### src/sv/slid_pkg.sv
// Package with shared constants, codes and link types for the sorted list block.
`timescale 1ns / 1ps

package slid_pkg;

    // Number of cells in the chain, and width of the fill counter.
    localparam int CAPACITY = 16;
    localparam int CNT_W    = $clog2(CAPACITY + 1);
    localparam int DATA_W   = 32;

    typedef enum logic {
        CMD_INSERT = 1'b0,
        CMD_DELETE = 1'b1
    } slid_cmd_t;

    typedef enum logic [1:0] {
        ST_INSERTED = 2'd0,
        ST_DELETED  = 2'd1,
        ST_NOTFOUND = 2'd2,
        ST_FULL     = 2'd3
    } slid_status_t;

    // Handed from a cell to its right-hand neighbor.
    typedef struct packed {
        logic                     lt;
        logic signed [DATA_W-1:0] entry;
    } slid_link_t;

    // Broadcast to every cell of the chain.
    typedef struct packed {
        logic                     ins;
        logic                     del;
        logic signed [DATA_W-1:0] value;
    } slid_ctrl_t;

endpackage

### src/sv/slid_ifs.sv
// Channel interfaces for the command and response transfers.
`timescale 1ns / 1ps

interface slid_req_if;
    logic        valid;
    logic        ready;
    logic        cmd;
    logic signed [31:0] value;

    modport source (output valid, output cmd, output value, input ready);
    modport sink   (input valid, input cmd, input value, output ready);
endinterface

interface slid_rsp_if;
    logic        valid;
    logic        ready;
    logic [1:0]  status;
    logic [4:0]  entry_count;
    logic signed [31:0] smallest;

    modport source (output valid, output status, output entry_count, output smallest,
                    input ready);
    modport sink   (input valid, input status, input entry_count, input smallest,
                    output ready);
endinterface

### src/sv/slid_cell.sv
// One compare-and-shift cell of the sorted chain.
`timescale 1ns / 1ps

module slid_cell
    import slid_pkg::*;
(
    input  logic                     clk,
    input  slid_ctrl_t               ctrl,
    input  logic                     occ,
    input  slid_link_t               left,
    input  logic signed [DATA_W-1:0] right_entry,
    output slid_link_t               link,
    output logic signed [DATA_W-1:0] entry_next,
    output logic                     hit
);

    logic signed [DATA_W-1:0] entry_reg;
    logic                     lt;

    // Occupied cells holding a value below the command value stay in place.
    assign lt  = occ && (entry_reg < ctrl.value);
    // The first cell at or above the value is where a matching entry must sit.
    assign hit = occ && !lt && left.lt && (entry_reg == ctrl.value);

    always_comb
    begin
        entry_next = entry_reg;
        if (ctrl.ins && !lt)
        begin
            entry_next = left.lt ? ctrl.value : left.entry;
        end
        else if (ctrl.del && !lt)
        begin
            entry_next = right_entry;
        end
    end

    always_ff @(posedge clk)
    begin
        entry_reg <= entry_next;
    end

    assign link.lt    = lt;
    assign link.entry = entry_reg;

endmodule

### src/sv/sorted_list_insert_delete.sv
// Top level of the sorted list: a chain of cells plus command and response control.
// Latency: a response appears in the cycle after its command transfer.
// Throughput: one command per cycle while the response side keeps taking transfers;
// the whole chain shifts at once, so the cell row never holds back a command.
// Reset clears the entry count and the response valid; cell contents are not cleared,
// since only cells below the entry count are ever read.
`timescale 1ns / 1ps

module sorted_list_insert_delete
    import slid_pkg::*;
(
    input  logic      clk,
    input  logic      rst_n,
    slid_req_if.sink  req,
    slid_rsp_if.source rsp
);

    // The fill counter is the only control state of the list itself. A cell
    // counts as occupied when its position is below the counter.
    logic [CNT_W-1:0]         count_reg;
    logic [CNT_W-1:0]         count_next;

    logic                     rsp_valid_reg;
    logic [1:0]               status_reg;
    logic [4:0]               entry_count_reg;
    logic signed [DATA_W-1:0] smallest_reg;

    logic                     accept;
    logic                     is_insert;
    logic                     full;
    logic                     found;
    slid_status_t             status_next;
    slid_ctrl_t               ctrl;

    slid_link_t               links [CAPACITY+1];
    logic signed [DATA_W-1:0] entry_next [CAPACITY];
    logic [CAPACITY-1:0]      hits;

    // A new command is taken whenever the response register is empty or is
    // being emptied in this same cycle.
    assign req.ready = !rsp_valid_reg || rsp.ready;
    assign accept    = req.valid && req.ready;

    assign is_insert = (req.cmd == CMD_INSERT);
    assign full      = (count_reg == CNT_W'(CAPACITY));

    // At most one cell can flag a match: the first cell not below the value.
    assign found = |hits;

    assign ctrl.ins   = accept && is_insert && !full;
    assign ctrl.del   = accept && !is_insert && found;
    assign ctrl.value = req.value;

    // The left end of the chain acts as if a smaller entry stood there, so an
    // insert that lands at the front takes the new value directly.
    assign links[0].lt    = 1'b1;
    assign links[0].entry = req.value;

    for (genvar i = 0; i < CAPACITY; i++)
    begin : g_cell
        logic signed [DATA_W-1:0] right_entry;

        // The last cell has no right-hand neighbor; what it takes on a delete
        // lies beyond the new count and is never read.
        if (i == CAPACITY - 1)
        begin : g_last
            assign right_entry = links[i+1].entry;
        end
        else
        begin : g_mid
            assign right_entry = links[i+2].entry;
        end

        slid_cell u_cell (
            .clk         (clk),
            .ctrl        (ctrl),
            .occ         (CNT_W'(i) < count_reg),
            .left        (links[i]),
            .right_entry (right_entry),
            .link        (links[i+1]),
            .entry_next  (entry_next[i]),
            .hit         (hits[i])
        );
    end

    // Status and count for the command being transferred.
    always_comb
    begin
        count_next  = count_reg;
        status_next = ST_INSERTED;
        if (is_insert)
        begin
            if (full)
            begin
                status_next = ST_FULL;
            end
            else
            begin
                status_next = ST_INSERTED;
                count_next  = count_reg + 1'b1;
            end
        end
        else
        begin
            if (found)
            begin
                status_next = ST_DELETED;
                count_next  = count_reg - 1'b1;
            end
            else
            begin
                status_next = ST_NOTFOUND;
            end
        end
    end

    always_ff @(posedge clk or negedge rst_n)
    begin
        if (!rst_n)
        begin
            count_reg     <= '0;
            rsp_valid_reg <= 1'b0;
        end
        else
        begin
            if (accept)
            begin
                count_reg     <= count_next;
                rsp_valid_reg <= 1'b1;
            end
            else if (rsp.ready)
            begin
                rsp_valid_reg <= 1'b0;
            end
        end
    end

    // Response payload; the smallest value is read from the front cell's
    // next contents so it reflects the list after this command.
    always_ff @(posedge clk)
    begin
        if (accept)
        begin
            status_reg      <= status_next;
            entry_count_reg <= 5'(count_next);
            smallest_reg    <= (count_next != '0) ? entry_next[0] : '0;
        end
    end

    assign rsp.valid       = rsp_valid_reg;
    assign rsp.status      = status_reg;
    assign rsp.entry_count = entry_count_reg;
    assign rsp.smallest    = smallest_reg;

endmodule

### src/flat_wrapper.sv
// flat-port wrapper written by rule: the top's interface ports become plain ports
module sorted_list_insert_delete_flat import slid_pkg::*;
  (clk, rst_n, req_valid, req_cmd, req_value, req_ready, rsp_valid, rsp_status, rsp_entry_count, rsp_smallest, rsp_ready);
  slid_req_if req_i ();
  slid_rsp_if rsp_i ();
  input  logic clk;
  input  logic rst_n;
  input wire logic [$bits(req_i.valid)-1:0] req_valid;
  input wire logic [$bits(req_i.cmd)-1:0] req_cmd;
  input wire logic [$bits(req_i.value)-1:0] req_value;
  output wire logic [$bits(req_i.ready)-1:0] req_ready;
  output wire logic [$bits(rsp_i.valid)-1:0] rsp_valid;
  output wire logic [$bits(rsp_i.status)-1:0] rsp_status;
  output wire logic [$bits(rsp_i.entry_count)-1:0] rsp_entry_count;
  output wire logic [$bits(rsp_i.smallest)-1:0] rsp_smallest;
  input wire logic [$bits(rsp_i.ready)-1:0] rsp_ready;
  assign req_i.valid = req_valid;
  assign req_i.cmd = req_cmd;
  assign req_i.value = req_value;
  assign req_ready = req_i.ready;
  assign rsp_valid = rsp_i.valid;
  assign rsp_status = rsp_i.status;
  assign rsp_entry_count = rsp_i.entry_count;
  assign rsp_smallest = rsp_i.smallest;
  assign rsp_i.ready = rsp_ready;
  sorted_list_insert_delete u_core (.clk(clk), .rst_n(rst_n), .req(req_i), .rsp(rsp_i));
endmodule
### config.mk
export PLATFORM = sky130hd
export DESIGN_NAME = sorted_list_insert_delete_flat
export DESIGN_NICKNAME = d
export VERILOG_FILES = /design/src/sv/slid_pkg.sv /design/src/sv/slid_ifs.sv /design/src/sv/slid_cell.sv /design/src/sv/sorted_list_insert_delete.sv /design/src/flat_wrapper.sv
export SDC_FILE = /design/constraint.sdc
export NUM_CORES = 2
export LEC_CHECK = 0
export ABC_AREA = 0
export ABC_CLOCK_PERIOD_IN_PS = 16700
export BUFFER_PORTS_ARGS = -buffer_cell sky130_fd_sc_hd__buf_4
export CORE_MARGIN = 4
export CORE_UTILIZATION = 50
export CTS_CLUSTER_SIZE = 10
export DETAILED_ROUTE_END_ITERATION = 8
export GPL_ROUTABILITY_DRIVEN = 0
export GPL_TIMING_DRIVEN = 0
export PLACE_DENSITY = 0.63
export SETUP_SLACK_MARGIN = 0.02
export SLEW_MARGIN = 20
export SYNTH_ARGS = -nofsm -noshare
export SYNTH_HDL_FRONTEND = slang
export SYNTH_HIERARCHICAL = 1
export SYNTH_SLANG_ARGS = --single-unit
### constraint.sdc
create_clock -name clk -period 16.7 [get_ports clk]
set_input_delay 1.67 -clock clk [delete_from_list [all_inputs] [get_ports clk]]
set_output_delay 1.67 -clock clk [all_outputs]
set_load 0.01 [all_outputs]
# After elaboration in Yosys (flattened, before gate mapping)
# Cells that the tools add are included.
# word_totals
output_inout_bits	41
elab_cells	261
regBits	557
input_bits	37
# op_classes
eq_ne	17
magnitude_cmp	32
n_addsub	2
bitwise_logic	1
n_reduce_logical	135
muxes	53
# op_table
op	count
$mux W32	45
$eq A32 B32 Y1	16
$lt A32 B32 Y1	16
$logic_and A1 B1 Y1	99
$lt A4 B5 Y1 const A	8
$reduce_bool A2 Y1	15
$lt A3 B5 Y1 const A	4
$logic_not A1 Y1	18
$reduce_or A16 Y1	1
$mux W5	3
$lt A1 B5 Y1 const A	2
$lt A2 B5 Y1 const A	2
$mux W2	3
$add A5 B1 Y5 const B	1
$eq A5 B5 Y1 const B	1
$reduce_bool A5 Y1	1
$sub A5 B1 Y5 const B	1
$mux W1	2
$logic_or A1 B1 Y1	1
$not A1 Y1	1

# Logic depth before layout (Yosys ltp)
# logic_depth
ltp_word	11
ltp_mapped	25
depth_no_buf	19

# By module
# The synthesis kept the hierarchy.
# modules_own_cells
module	seq_area_each_um2	area_each_um2	n_inst	cells_each
slid_cell	640.6	2533.7	16	315
sorted_list_insert_delete	1321.3	2391.0	1	187

# Worst setup path after synthesis
# Ideal clock, no wire load.
# synth_path
path_kind	input-to-reg
start	input port req_value[29]
end	register u_core.smallest_reg[22], in the netlist u_core/rsp.smallest[22], data pin
path_buffers	5
cell_stages	24
arrival_time_ns	6.735
path_slack_ns	9.703
t_required_ns	16.438
setup_time_ns	0.262
cell_sequence	inv_1 -> ha_1 -> a21o_1 -> a211o_1 -> a221o_1 -> o21ai_2 -> buf_2 -> nand3_1 -> inv_1 -> buf_4 -> clkbuf_1 -> clkbuf_1 -> nand4_1 -> nor2_1 -> nand3_1 -> a21oi_1 -> or4_1 -> o41ai_2 -> nor2_1 -> nor2_1 -> a31o_4 -> buf_6 -> a221o_1 -> a21boi_2
# synth_lines
element	line	rtl
from (decl)	flat_wrapper.sv:10	input wire logic [$bits(req_i.value)-1:0] req_value;
to (signal assigned)	sorted_list_insert_delete.sv:146	smallest_reg <= (count_next != '0) ? entry_next[0] : '0;
to (decl)	sorted_list_insert_delete.sv:26	logic signed [DATA_W-1:0] smallest_reg;

# Worst setup path in the final report
# layout_path
start	input port req_value[14]
end	register u_core.smallest_reg[27], in the netlist u_core/rsp.smallest[27], data pin
# layout_between
word_cells_on_any_way	120
cone_classes	16 x order compare; 16 x eq/ne; 4 x mux; 84 x reduce/logical
# layout_lines
element	line	rtl
$lt A32 B32 Y1 (*)	slid_cell.sv:21	assign lt = occ && (entry_reg < ctrl.value);
$logic_and A1 B1 Y1 (*)	slid_cell.sv:21	
net u_core.g_cell[8].u_cell.lt	slid_cell.sv:18	logic lt;
$logic_and A1 B1 Y1 (*) (2 in a row)	slid_cell.sv:23	assign hit = occ && !lt && left.lt && (entry_reg == ctrl.value);
net u_core.hits[9]	sorted_list_insert_delete.sv:37	logic [CAPACITY-1:0] hits;
$reduce_or A16 Y1 (*)	sorted_list_insert_delete.sv:48	assign found = |hits;
branches (longest 4 deep; another with $mux W5)	--	
# Mark *: on every way through the listed nets, which the timed path passes.
# A chain may end at the register's enable or synchronous reset.

==> impl_metrics.ini <==
[floorplanning]
core-area_sq_mm = 0.0851
pin_count = 78
die_h_um = 301
die_area_sq_mm = 0.0906
die_w_um = 301
fp-row-count = 107
initial_core_util = 0.504

[worst_setup_path]
start_kind = input pin
worstPathRequired_ns = 17.05
arrival_ns = 8.34
rr_worst_depth = 24
worst-r2r-setup-slack_ns = 9.76
path_max_fanout = 17
path_class = in2reg
worst_setup_path_end_kind = register

[pwr]
max-vdd-ir-drop_v = 0.0000989
power_density_mw_per_mm2 = 194
leakagePower_nw = 20.4
power_w = 0.00916

[timing]
hold_viol_final = 0
worst_pin_slew_ns = 0.876
slew_violations = 0
post-route-period-util = 0.478
fin_crit_ns = 7.99
rsz0062_at_grt = false
tns_ns = 0
fmax_mhz = 125
setup_viol = 0
fin_worst_skew_ns = 0.0283
layout_setup_ws_ns = 8.71
relSlewSlack = 0.416

[finish]
filler_cell_count = 8193
drive_gt1_frac = 0.0796
largest_register_ffs = 512
area_delta_synth_final_pct = 9.88
nNetsFinal = 5928
fin_util = 0.554

[route]
ant_nets = 0
num_vias = 42700
finalWirelength_um = 158000
first_pass_iters = 7
drc_errors = 0
wl_per_cell_um = 24.0
viasPerCell = 6.51
initialDrtViolationCount = 4382

[clock_network]
htreeDepth = 3
clockBufferDepth = 3
clk_latency_ns = 0.62
numCtsBuffers = 70
cts_hold_buf = 0
root_buffer = clkbuf_16
ctsResizeCount = 0
post-cts-setup-buffers = 0
clk_pin_slew_ns = 0.06
tritoncts = done
cts.sinks = 557

[global_routing]
grt.total_usage = 0.334
gr-total-overflow = 0
grt_pass1_vias = 40300
grt_pass1_wl_um = 238000
antenna_found_initial = 1
grt_max_degree = 34

[logic_synthesis]
ys_warn_count = 6
synth_fp_nets = 5778
avgSynthCellArea_sq_um = 8.21
syn_area_sq_mm = 0.0429
synth_cells = 5225

[worst_hold_path]
whs_path_depth = 2
hp-class = reg2reg

[place]
pre_cts_ws_ns = 8.33
portBuffers = 76
dp_hpwl_um = 120000

[outcome]
status = complete, no violations

[run]
maxCapViolCount = 0
where the power goes:
part | internal [W] | total, W | switching [W]
Combinational | 0.00181 | 0.00473 | 0.00292
Sequential | 0.00199 | 0.00294 | 0.000951
Clock | 0.000882 | 0.00149 | 0.000608
Total | 0.00468 | 0.00916 | 0.00448
through the flow:
| stage | instances | area [sq um] | hold WS, ns |
|---|---|---|---|
| after floorplan | 5225 | 42900 | 0.459 |
| after global placement | 6445 | 44900 | 0.497 |
| after detailed placement | 6447 | 45000 | 0.500 |
| after CTS | 6560 | 47200 | 0.511 |
| after global routing | 6560 | 47200 | 0.535 |
| final | 6561 | 47200 | 0.520 |
final timing paths:
kind                                                         from                                     end
min in group asynchronous                                   rst_n                     u_core/count_reg[0]
max in group asynchronous                                   rst_n                     u_core/count_reg[3]
hold / removal             u_core/g_cell[15].u_cell/entry_reg[30]  u_core/g_cell[15].u_cell/entry_reg[30]
setup / recovery                                    req_value[14]                 u_core/rsp.smallest[27]
hold reg to reg            u_core/g_cell[15].u_cell/entry_reg[30]  u_core/g_cell[15].u_cell/entry_reg[30]
setup reg to reg            u_core/g_cell[6].u_cell/entry_reg[11]                 u_core/rsp.smallest[26]
placed cells by master (no fill, tap or decap), types with 35 or more instances in the layout:
master     instances
a21o_1            48
a21oi_1          198
a221o_1          496
a31oi_1          498
buf_2            100
buf_4             91
buf_6             52
clkbuf_1         332
clkbuf_16         72
dfxtp_1          512
edfxtp_1          39
ha_1             516
inv_1            582
nand2_1          641
nand2b_1          35
nand3_1           52
nand4_1          112
nor2_1           117
o211ai_1         480
o21ai_0          104
per-layer routing:
| metal | GRT usage | vias to the layer above | share of wire |
|---|---|---|---|
| met4 | 0.126 | 4 | 0.039 |
| met3 | 0.0697 | 365 | 0.077 |
| li1 | - | 20300 | - |
| met5 | 0.0222 | - | 0.0017 |
| met1 | 0.429 | 20400 | 0.42 |
| met2 | 0.549 | 1635 | 0.46 |
worst max-delay path: stages:
cell and delay [ns]:
buf_4 0.38, inv_1 0.13, ha_1 0.33, nand4_1 0.19
nor4_1 0.56, o21ai_1 0.13, a31o_1 0.22, buf_2 0.18
buf_2 0.20, nand3_1 0.17, inv_1 0.06, buf_4 0.12
clkbuf_1 0.21, clkbuf_1 0.35, nand4_1 0.21, nor2_1 0.05
nand3_1 0.14, a21oi_1 0.10, or4_4 0.61, o41ai_2 0.68
nand3_1 0.25, a221oi_2 0.80, buf_2 0.44, a21boi_1 0.11
cell type report:
class	instances	area (sq um)	area share
Antenna cell	1	2.50	0.0000531
Buffer	477	2360	0.0501
Clock buffer	105	2040	0.0432
Clock inverter	8	138	0.00292
Inverter	584	2190	0.0465
Multi-Input combinational cell	3607	26800	0.568
Sequential cell	557	11600	0.245
Tap cell	1144	1430	0.0304
Timing Repair Buffer	78	618	0.0131
Power figures use the tool's default switching activity.
